--- config.mk ---
export PLATFORM = sky130hd
export DESIGN_NAME = halfplane_enclosing_rectangle_query_core
export DESIGN_NICKNAME = d
export VERILOG_FILES = /design/src/hdl/hpr_pkg.sv /design/src/hdl/hpr_cell.sv /design/src/hdl/hpr_div.sv /design/src/hdl/hpr_mul.sv /design/src/hdl/hpr_scan.sv /design/src/hdl/halfplane_enclosing_rectangle_query_core.sv
export SDC_FILE = /design/constraint.sdc
export NUM_CORES = 2
export LEC_CHECK = 0
export BUFFER_PORTS_ARGS = -buffer_cell sky130_fd_sc_hd__clkbuf_2
export CORE_MARGIN = 5
export CORE_UTILIZATION = 40
export CTS_CLUSTER_DIAMETER = 40
export DETAILED_ROUTE_END_ITERATION = 8
export PLACE_DENSITY = 0.64
export SLEW_MARGIN = 20
export SYNTH_ARGS = -nofsm -noshare
export SYNTH_HDL_FRONTEND = slang
export SYNTH_SLANG_ARGS = --single-unit
export TNS_END_PERCENT = 30
--- constraint.sdc ---
create_clock -name i_clk -period 66.7 [get_ports i_clk]
set_input_delay 0 -clock i_clk [delete_from_list [all_inputs] [get_ports i_clk]]
set_output_delay 0 -clock i_clk [all_outputs]
set_load 0.01 [all_outputs]
--- src/hdl/hpr_pkg.sv ---
`timescale 1ns / 1ps
// ----------------------------------------------------------------------------
// hpr_pkg
// Shared types and codes of the half-plane rectangle query core.
// ----------------------------------------------------------------------------
package hpr_pkg;

    localparam int BoundW = 40;
    localparam int CoefW  = 24;
    localparam int DiffW  = BoundW + 1;
    localparam int AreaW  = 64;

    localparam logic [1:0] OP_ADD   = 2'd0;
    localparam logic [1:0] OP_QUERY = 2'd1;
    localparam logic [1:0] OP_CLEAR = 2'd2;

    localparam logic [2:0] ST_STORED    = 3'd0;
    localparam logic [2:0] ST_FULL      = 3'd1;
    localparam logic [2:0] ST_DEGEN     = 3'd2;
    localparam logic [2:0] ST_CLEARED   = 3'd3;
    localparam logic [2:0] ST_FOUND     = 3'd4;
    localparam logic [2:0] ST_NOT_FOUND = 3'd5;

    typedef struct packed {
        logic [1:0]               operation;
        logic signed [CoefW-1:0]  coef_a;
        logic signed [CoefW-1:0]  coef_b;
        logic signed [CoefW-1:0]  coef_c;
        logic signed [BoundW-1:0] point_x;
        logic signed [BoundW-1:0] point_y;
    } t_in_item;

    typedef struct packed {
        logic [2:0]       status;
        logic [AreaW-1:0] area;
    } t_out_item;

    typedef struct packed {
        logic signed [BoundW-1:0] bound;
        logic                     vertical;
        logic                     positive;
    } t_plane;

    typedef struct packed {
        logic clr;
        logic en;
    } t_scan_ctl;

    typedef enum logic [2:0] {
        S_IDLE,
        S_DIV,
        S_SCAN,
        S_EVAL,
        S_MUL,
        S_RESP
    } t_state;

endpackage

--- src/hdl/hpr_cell.sv ---
`timescale 1ns / 1ps
// ----------------------------------------------------------------------------
// hpr_cell
// One table slot: holds a plane and passes it to its neighbor on a shift.
// ----------------------------------------------------------------------------
module hpr_cell (
    input  logic           i_clk,
    input  logic           i_shift,
    input  hpr_pkg::t_plane i_plane,
    output hpr_pkg::t_plane o_plane
);
    import hpr_pkg::*;

    t_plane r_plane;

    // take the neighbor's plane on a shift
    always_ff @(posedge i_clk) begin
        if (i_shift) begin
            r_plane <= i_plane;
        end
    end

    assign o_plane = r_plane;
endmodule

--- src/hdl/hpr_div.sv ---
`timescale 1ns / 1ps
// ----------------------------------------------------------------------------
// hpr_div
// Bit-serial bound divider: trunc(-c * 2^16 / d), saturated to 40 bits.
// ----------------------------------------------------------------------------
module hpr_div (
    input  logic                              i_clk,
    input  logic                              i_rst_n,
    input  logic                              i_start,
    input  logic signed [hpr_pkg::CoefW-1:0]  i_c,
    input  logic signed [hpr_pkg::CoefW-1:0]  i_d,
    output logic                              o_done,
    output logic signed [hpr_pkg::BoundW-1:0] o_quot
);
    import hpr_pkg::*;

    localparam int StepW = $clog2(BoundW);

    logic              r_busy;
    logic [StepW-1:0]  r_step;
    logic [BoundW-1:0] r_dvd;
    logic [CoefW-1:0]  r_rem;
    logic [CoefW-1:0]  r_dsr;
    logic              r_neg;
    logic              r_done;

    logic [CoefW-1:0]  c_mag;
    logic [CoefW-1:0]  d_mag;
    logic [CoefW:0]    rem_sh;
    logic              ge;
    logic [CoefW:0]    rem_sub;

    assign c_mag   = i_c[CoefW-1] ? (~i_c + 1'b1) : i_c;
    assign d_mag   = i_d[CoefW-1] ? (~i_d + 1'b1) : i_d;
    assign rem_sh  = {r_rem, r_dvd[BoundW-1]};
    assign ge      = rem_sh >= {1'b0, r_dsr};
    assign rem_sub = rem_sh - {1'b0, r_dsr};

    // control: run one quotient bit per cycle
    always_ff @(posedge i_clk) begin
        if (!i_rst_n) begin
            r_busy <= 1'b0;
            r_done <= 1'b0;
            r_step <= '0;
        end else begin
            r_done <= 1'b0;
            if (i_start) begin
                r_busy <= 1'b1;
                r_step <= '0;
            end else if (r_busy) begin
                r_step <= r_step + 1'b1;
                if (r_step == StepW'(BoundW - 1)) begin
                    r_busy <= 1'b0;
                    r_done <= 1'b1;
                end
            end
        end
    end

    // datapath: restoring shift-subtract
    always_ff @(posedge i_clk) begin
        if (i_start) begin
            r_dvd <= {c_mag[BoundW-17:0], 16'd0};
            r_rem <= '0;
            r_dsr <= d_mag;
            r_neg <= (i_c > 0) ^ i_d[CoefW-1];
        end else if (r_busy) begin
            r_rem <= ge ? rem_sub[CoefW-1:0] : rem_sh[CoefW-1:0];
            r_dvd <= {r_dvd[BoundW-2:0], ge};
        end
    end

    // apply sign and saturate the positive end
    always_comb begin
        if (r_neg) begin
            o_quot = ~r_dvd + 1'b1;
        end else if (r_dvd[BoundW-1]) begin
            o_quot = {1'b0, {(BoundW-1){1'b1}}};
        end else begin
            o_quot = r_dvd;
        end
    end

    assign o_done = r_done;
endmodule

--- src/hdl/hpr_mul.sv ---
`timescale 1ns / 1ps
// ----------------------------------------------------------------------------
// hpr_mul
// Shift-add area multiplier: (dy * dx) >> 16, saturated to 64 bits.
// ----------------------------------------------------------------------------
module hpr_mul (
    input  logic                           i_clk,
    input  logic                           i_rst_n,
    input  logic                           i_start,
    input  logic [hpr_pkg::DiffW-1:0]      i_a,
    input  logic [hpr_pkg::DiffW-1:0]      i_b,
    output logic                           o_done,
    output logic [hpr_pkg::AreaW-1:0]      o_area
);
    import hpr_pkg::*;

    localparam int ProdW = 2 * DiffW;
    localparam int StepW = $clog2(DiffW);

    logic              r_busy;
    logic              r_done;
    logic [StepW-1:0]  r_step;
    logic [DiffW-1:0]  r_a;
    logic [ProdW-1:0]  r_p;
    logic [DiffW:0]    sum;

    assign sum = {1'b0, r_p[ProdW-1:DiffW]} + (r_p[0] ? {1'b0, r_a} : '0);

    // control: one multiplier bit per cycle
    always_ff @(posedge i_clk) begin
        if (!i_rst_n) begin
            r_busy <= 1'b0;
            r_done <= 1'b0;
            r_step <= '0;
        end else begin
            r_done <= 1'b0;
            if (i_start) begin
                r_busy <= 1'b1;
                r_step <= '0;
            end else if (r_busy) begin
                r_step <= r_step + 1'b1;
                if (r_step == StepW'(DiffW - 1)) begin
                    r_busy <= 1'b0;
                    r_done <= 1'b1;
                end
            end
        end
    end

    // datapath: add and shift the partial product
    always_ff @(posedge i_clk) begin
        if (i_start) begin
            r_a <= i_a;
            r_p <= {{DiffW{1'b0}}, i_b};
        end else if (r_busy) begin
            r_p <= {sum, r_p[DiffW-1:1]};
        end
    end

    // drop 16 fraction bits and clamp
    assign o_area = (|r_p[ProdW-1:AreaW+16]) ? {AreaW{1'b1}} : r_p[AreaW+15:16];
    assign o_done = r_done;
endmodule

--- src/hdl/hpr_scan.sv ---
`timescale 1ns / 1ps
// ----------------------------------------------------------------------------
// hpr_scan
// Query accumulator: keeps the tightest bound on each side of the point.
// ----------------------------------------------------------------------------
module hpr_scan (
    input  logic                              i_clk,
    input  hpr_pkg::t_scan_ctl                i_ctl,
    input  hpr_pkg::t_plane                   i_plane,
    input  logic signed [hpr_pkg::BoundW-1:0] i_px,
    input  logic signed [hpr_pkg::BoundW-1:0] i_py,
    output logic                              o_found,
    output logic [hpr_pkg::DiffW-1:0]         o_dy,
    output logic [hpr_pkg::DiffW-1:0]         o_dx
);
    import hpr_pkg::*;

    logic signed [BoundW-1:0] r_px, r_py;
    logic signed [BoundW-1:0] r_xu, r_xl, r_yu, r_yl;
    logic                     r_hxu, r_hxl, r_hyu, r_hyl;

    logic signed [BoundW-1:0] v, pt;
    logic                     up_hit, lo_hit;
    logic signed [DiffW-1:0]  dy_s, dx_s;

    assign v  = i_plane.bound;
    assign pt = i_plane.vertical ? r_px : r_py;

    // candidate tests against the current side best
    always_comb begin
        up_hit = 1'b0;
        lo_hit = 1'b0;
        if (i_plane.positive) begin
            if (i_plane.vertical) begin
                up_hit = (v > pt) && (!r_hxu || r_xu > v);
            end else begin
                up_hit = (v > pt) && (!r_hyu || r_yu > v);
            end
        end else begin
            if (i_plane.vertical) begin
                lo_hit = (v < pt) && (!r_hxl || r_xl < v);
            end else begin
                lo_hit = (v < pt) && (!r_hyl || r_yl < v);
            end
        end
    end

    // reset on a new query, update on each valid entry
    always_ff @(posedge i_clk) begin
        if (i_ctl.clr) begin
            r_px  <= i_px;
            r_py  <= i_py;
            r_hxu <= 1'b0;
            r_hxl <= 1'b0;
            r_hyu <= 1'b0;
            r_hyl <= 1'b0;
        end else if (i_ctl.en) begin
            if (up_hit && i_plane.vertical) begin
                r_hxu <= 1'b1;
                r_xu  <= v;
            end
            if (up_hit && !i_plane.vertical) begin
                r_hyu <= 1'b1;
                r_yu  <= v;
            end
            if (lo_hit && i_plane.vertical) begin
                r_hxl <= 1'b1;
                r_xl  <= v;
            end
            if (lo_hit && !i_plane.vertical) begin
                r_hyl <= 1'b1;
                r_yl  <= v;
            end
        end
    end

    // rectangle sides as magnitudes
    assign dy_s    = DiffW'(r_yu) - DiffW'(r_yl);
    assign dx_s    = DiffW'(r_xu) - DiffW'(r_xl);
    assign o_dy    = dy_s[DiffW-1] ? DiffW'(-dy_s) : DiffW'(dy_s);
    assign o_dx    = dx_s[DiffW-1] ? DiffW'(-dx_s) : DiffW'(dx_s);
    assign o_found = r_hxu && r_hxl && r_hyu && r_hyl;
endmodule

--- src/hdl/halfplane_enclosing_rectangle_query_core.sv ---
`timescale 1ns / 1ps
// ----------------------------------------------------------------------------
// halfplane_enclosing_rectangle_query_core
// Half-plane table with enclosing-rectangle query over a ring of slot cells.
// ----------------------------------------------------------------------------
//  channel  | valid   | stall   | payload
//  input    | i_valid | o_stall | i_item (hpr_pkg::t_in_item)
//  output   | o_valid | i_stall | o_item (hpr_pkg::t_out_item)
//
// One transaction at a time. Add: bit-serial division, then the plane
// enters the ring. Query: the ring rotates once past the accumulator,
// an evaluation follows, then a shift-add multiply when all sides exist.
// Clear and dropped adds respond directly. Reset empties the table at once.
// A stalled result holds the core until the output register frees.
// ----------------------------------------------------------------------------
module halfplane_enclosing_rectangle_query_core #(
    parameter int MAX_PLANES = 64
) (
    input  logic              i_clk,
    input  logic              i_rst_n,
    input  logic              i_valid,
    output logic              o_stall,
    input  hpr_pkg::t_in_item i_item,
    output logic              o_valid,
    input  logic              i_stall,
    output hpr_pkg::t_out_item o_item
);
    import hpr_pkg::*;

    localparam int CntW  = $clog2(MAX_PLANES + 1);
    localparam int StepW = $clog2(MAX_PLANES);

    t_state            r_state, n_state;
    logic [CntW-1:0]   r_count;
    logic [StepW-1:0]  r_step;
    t_out_item         r_res;
    logic              r_oval;
    t_out_item         r_out;
    logic              r_vert, r_pos;

    logic       acc, degen, full, load, last_step, entry_ok;
    logic       div_start, div_done, mul_start, mul_done, shift;
    t_scan_ctl  scan_ctl;
    t_plane     new_plane, head_in;
    t_plane     cells [MAX_PLANES];
    logic signed [BoundW-1:0] quot;
    logic       found;
    logic [DiffW-1:0] dy, dx;
    logic [AreaW-1:0] area;
    logic signed [CoefW-1:0] dsel;

    assign acc       = i_valid && (r_state == S_IDLE);
    assign degen     = (i_item.coef_a == '0) && (i_item.coef_b == '0);
    assign full      = r_count == CntW'(MAX_PLANES);
    assign load      = (r_state == S_RESP) && (!r_oval || !i_stall);
    assign last_step = r_step == StepW'(MAX_PLANES - 1);
    assign entry_ok  = CntW'(r_step) >= (CntW'(MAX_PLANES) - r_count);
    assign dsel      = (i_item.coef_a == '0) ? i_item.coef_b : i_item.coef_a;

    // next state
    always_comb begin
        n_state = r_state;
        unique case (r_state)
            S_IDLE: begin
                if (acc) begin
                    case (i_item.operation)
                        OP_ADD:   n_state = (degen || full) ? S_RESP : S_DIV;
                        OP_QUERY: n_state = S_SCAN;
                        OP_CLEAR: n_state = S_RESP;
                        default:  n_state = S_IDLE;
                    endcase
                end
            end
            S_DIV:  n_state = div_done ? S_RESP : S_DIV;
            S_SCAN: n_state = last_step ? S_EVAL : S_SCAN;
            S_EVAL: n_state = found ? S_MUL : S_RESP;
            S_MUL:  n_state = mul_done ? S_RESP : S_MUL;
            S_RESP: n_state = load ? S_IDLE : S_RESP;
            default: n_state = S_IDLE;
        endcase
    end

    // state outputs
    always_comb begin
        o_stall      = r_state != S_IDLE;
        div_start    = acc && (i_item.operation == OP_ADD) && !degen && !full;
        mul_start    = (r_state == S_EVAL) && found;
        scan_ctl.clr = acc && (i_item.operation == OP_QUERY);
        scan_ctl.en  = (r_state == S_SCAN) && entry_ok;
        shift        = div_done || (r_state == S_SCAN);
    end

    // control registers
    always_ff @(posedge i_clk) begin
        if (!i_rst_n) begin
            r_state <= S_IDLE;
            r_count <= '0;
            r_step  <= '0;
            r_oval  <= 1'b0;
        end else begin
            r_state <= n_state;
            if (acc && i_item.operation == OP_CLEAR) begin
                r_count <= '0;
            end else if (div_done) begin
                r_count <= r_count + 1'b1;
            end
            if (r_state == S_SCAN) begin
                r_step <= last_step ? '0 : r_step + 1'b1;
            end
            if (load) begin
                r_oval <= 1'b1;
            end else if (!i_stall) begin
                r_oval <= 1'b0;
            end
        end
    end

    // result and pending plane attributes
    always_ff @(posedge i_clk) begin
        if (acc) begin
            r_vert       <= i_item.coef_a != '0;
            r_pos        <= dsel > 0;
            r_res.area   <= '0;
            r_res.status <= (i_item.operation == OP_CLEAR) ? ST_CLEARED :
                            degen ? ST_DEGEN : ST_FULL;
        end
        if (div_done) begin
            r_res.status <= ST_STORED;
        end
        if (r_state == S_EVAL && !found) begin
            r_res.status <= ST_NOT_FOUND;
        end
        if (mul_done) begin
            r_res.status <= ST_FOUND;
            r_res.area   <= area;
        end
        if (load) begin
            r_out <= r_res;
        end
    end

    hpr_div u_div (
        .i_clk   (i_clk),
        .i_rst_n (i_rst_n),
        .i_start (div_start),
        .i_c     (i_item.coef_c),
        .i_d     (dsel),
        .o_done  (div_done),
        .o_quot  (quot)
    );

    assign new_plane.bound    = quot;
    assign new_plane.vertical = r_vert;
    assign new_plane.positive = r_pos;

    // cell ring: new planes enter at the head, a query rotates the ring
    assign head_in = (r_state == S_SCAN) ? cells[MAX_PLANES-1] : new_plane;

    for (genvar g = 0; g < MAX_PLANES; g++) begin : g_cell
        hpr_cell u_cell (
            .i_clk   (i_clk),
            .i_shift (shift),
            .i_plane ((g == 0) ? head_in : cells[(g == 0) ? 0 : g - 1]),
            .o_plane (cells[g])
        );
    end

    hpr_scan u_scan (
        .i_clk   (i_clk),
        .i_ctl   (scan_ctl),
        .i_plane (cells[MAX_PLANES-1]),
        .i_px    (i_item.point_x),
        .i_py    (i_item.point_y),
        .o_found (found),
        .o_dy    (dy),
        .o_dx    (dx)
    );

    hpr_mul u_mul (
        .i_clk   (i_clk),
        .i_rst_n (i_rst_n),
        .i_start (mul_start),
        .i_a     (dy),
        .i_b     (dx),
        .o_done  (mul_done),
        .o_area  (area)
    );

    assign o_valid = r_oval;
    assign o_item  = r_out;

`ifndef NO_ASSERTIONS
    a_count_max: assert property (@(posedge i_clk) disable iff (!i_rst_n)
        r_count <= CntW'(MAX_PLANES))
        else $error("plane count beyond table depth");
    a_not_found_area: assert property (@(posedge i_clk) disable iff (!i_rst_n)
        o_valid && o_item.status == ST_NOT_FOUND |-> o_item.area == '0)
        else $error("area set without a rectangle");
    a_step_idle: assert property (@(posedge i_clk) disable iff (!i_rst_n)
        r_state != S_SCAN |-> r_step == '0)
        else $error("scan step left running");
    a_store_room: assert property (@(posedge i_clk) disable iff (!i_rst_n)
        div_done |-> r_count < CntW'(MAX_PLANES))
        else $error("store into a full table");
`endif
endmodule
==> flow_metrics.tcl <==
set metrics [dict create \
    row_count 201 \
    setup_slack_ps 59690 \
    ys_dominant_reg_cell "edfxtp_1" \
    tightest_slew_ps 1156 \
    clkLatencyLatePin_ps 890 \
    crit_family "buffers and inverters" \
    drc 0 \
    synth_warnings 0 \
    drive_above_1_share 0.1218 \
    grt_pass1_wl_mm 340.1 \
    drt-wirelength-per-cell_um 18.89 \
    clkSinkCount 3313 \
    required_ps 67210 \
    critical_path_class "flip-flop to flip-flop" \
    p_leak_nw 49.11 \
    place_congestion 0.9058 \
    fin_nets 8024 \
    period_minus_slack_ps 7011 \
    synth-edff-count 3192 \
    setup_tns_ps 0 \
    worstPathArrival_ps 7520 \
    via_per_inst 4.959 \
    cp_common_cell "buf_4" \
    relSlewSlack 0.2224 \
    seqCellArea_um2 98280 \
    grt_antenna_before_repair 32 \
    grt_max_degree 209 \
    num_vias 58460 \
    cts_tree "built" \
    yosysUniqueCellTypes 100 \
    track_usage 0.1400 \
    initial_utilization 0.4012 \
    maxCapViolCount 0 \
    cpPeakStageDelay_ps 890 \
    core_um2 299500 \
    vdd_drop_max_mv 0.02229 \
    stdcell_count 11790 \
    cts_buffers 385 \
    place_hpwl_mm 141.9 \
    overflow 0 \
    multi_input_area_um2 20620 \
    htreeDepth 5 \
    chipWidth_um 558.1 \
    end_kind "flip-flop" \
    syn-num-nets 7168 \
    status "finished clean" \
    clock_skew_ps 85.17 \
    syn_area_per_cell_um2 18.08 \
    ys_ff_latch 3313 \
    routed_wl_mm 222.7 \
    cp_num_buf_inv 7 \
    io_buffers 226 \
    critical_path.slowest_cell "buf_4" \
    crit_fanout 165 \
    synthCells 6646 \
    ys_seq_area_frac 0.8178 \
    post-cts-setup-buffer-count 0 \
    synth.top_cells.by_area "edfxtp_1 80%, ha_1 3.7%, dfxtp_1 2.0%" \
    synth_area_leader_cell "edfxtp_1" \
    final-setup-viol-count 0 \
    dr.pass1.iters 8 \
    synth_top_cells_by_count "3192 x edfxtp_1, 360 x ha_1, 300 x a21oi_1, 294 x nor2_1, 293 x nand2_1" \
    syn_area_um2 120200 \
    hold_viol_final 0 \
    first_iter_violations 5149 \
    clock.fmax_mhz 142.6 \
    area_growth_pct 18.66 \
    synth.most_common_cell "edfxtp_1" \
    grt_pass1_vias 57560 \
    io_pins 227 \
    clk_path_buf_depth 4 \
    die_h_um 558.1 \
    p_per_area_nw_per_um2 33.17 \
    min_period_over_period 0.1051 \
    ant_nets 0 \
    nFillCells 24580 \
    synthArstFlopShare 0 \
    rsz0062_at_grt "false" \
    dieArea_um2 311500 \
    cp-start-kind "flip-flop" \
    synth_top_area_share 0.7976 \
    crit_chain "nor2_1 -> nand2_2 -> nand2_4 -> buf_12 -> buf_4 -> buf_4 -> buf_4 -> buf_4 -> buf_4 -> buf_16" \
    clk_pin_slew_ps 70 \
    report.final.slew_viol_count 0 \
    post-place-ws_ps 59470 \
    cts_root_buf "clkbuf_16" \
    hold_path_class "input port to flip-flop" \
    place_inst 10750 \
]
-- worst reg2reg max path: stages, from the launching register on --
cell	delay (ps)
dfxtp_1	390
nor2_1	210
nand2_2	110
nand2_4	620
buf_12	670
buf_4	980
buf_4	860
buf_4	930
buf_4	910
buf_4	610
buf_16	350
-- layout make-up --
class	count	area share
clock inverter	251	0.02086
tap	3958	0.03473
timing repair buffer	613	0.03474
antenna	13	0.0002281
clock buffer	452	0.06991
inverter	217	0.005721
sequential	3313	0.6892
multi-input combinational	2972	0.1446
-- stage by stage --
step / hold WS [ps] / util / cell area, µm² / total power [mW]
3_5_place_dp: 179.1 / 0.4217 / 126300 / 2.658
4_1_cts: 26.61 / 0.4757 / 142500 / 4.785
2_1_floorplan: 98.87 / - / 120200 / 2.861
3_3_place_gp: 182.5 / 0.4217 / 126300 / 2.649
5_1_grt: 27.37 / 0.4760 / 142600 / 4.913
6_report: 36.11 / 0.4761 / 142600 / 4.730
-- report_power, final --
group	total, mW	switching [mW]	internal, mW
clock network	2.10	0.844	1.25
registers	2.41	0.0345	2.37
logic	0.224	0.141	0.0830
total	4.73	1.02	3.71
-- path summary, 6_finish.rpt --
kind | from | to | slack (ps) | cells after the start
setup / recovery | r_state[2] | g_cell[62].u_cell.o_plane[13] | 59690 | 10
hold / removal | i_item[38] | u_scan.r_py[38] | 40 | 2
hold reg to reg | g_cell[58].u_cell.o_plane[15] | g_cell[59].u_cell.o_plane[15] | 390 | 0
setup reg to reg | r_state[2] | g_cell[62].u_cell.o_plane[13] | 59690 | 10
-- sequential cells by signal, summed over array words and instances (netlist names), 40 cells and up --
signal	cells
u_scan.r_px	40
u_scan.r_yl	40
u_mul.r_a	41
u_scan.r_xl	40
o_item	67
u_scan.r_xu	40
u_scan.r_yu	40
u_mul.r_p	82
u_div.r_dvd	40
r_res	67
g_cell.u_cell.o_plane	2688
u_scan.r_py	40
-- repair_timing --
| item | in CTS | in global routing |
|---|---|---|
| hold buffers | 323 | 0 |
| resized for setup | 0 | 0 |
| hold endpoints to repair | 206 | 0 |
-- metal layers --
metal,vias up,global-route usage,share of wire
li1,27530,-,-
met1,28800,0.1960,0.45
met2,1671,0.2220,0.46
met3,470,0.02620,0.059
met4,2,0.04635,0.031
met5,-,0,0.000031
-- layout by cell type (no fill, tap or decap), drive strengths merged, types with 43 or more instances in the layout --
master	synthesis	layout
a21o	126	126
inv	215	277
dfxtp	121	121
buf	19	64
ha	360	360
clkbuf	125	678
mux2i	100	100
nor3	82	82
a31oi	43	43
nand2b	50	50
a21oi	302	302
nor2	294	294
nand3	83	83
clkinv	2	116
o21a	99	99
nor2b	52	52
o21ai	299	299
dlygate4sd3	0	323
xnor2	130	130
xor2	129	129
nand2	294	294
and2	57	57
nand4	73	73
edfxtp	3192	3192
-- logic make-up (layout without fill, tap and decap cells) --
| logic type | after synthesis | after routing | share of synthesized area |
|---|---|---|---|
| xor gates and xnor gates | 259 | 259 | 0.01888 |
| adders and majority gates | 364 | 364 | 0.03815 |
| AOI/OAI and AO/OA | 1100 | 1100 | 0.05765 |
| buffers and inverters | 361 | 1533 | 0.01138 |
| muxes | 105 | 105 | 0.008798 |
| other | 0 | 13 | 0 |
| DFF | 3313 | 3313 | 0.8178 |
| and+or+nand+nor | 1144 | 1144 | 0.04736 |
No activity file was read; power rests on OpenSTA's default activity.
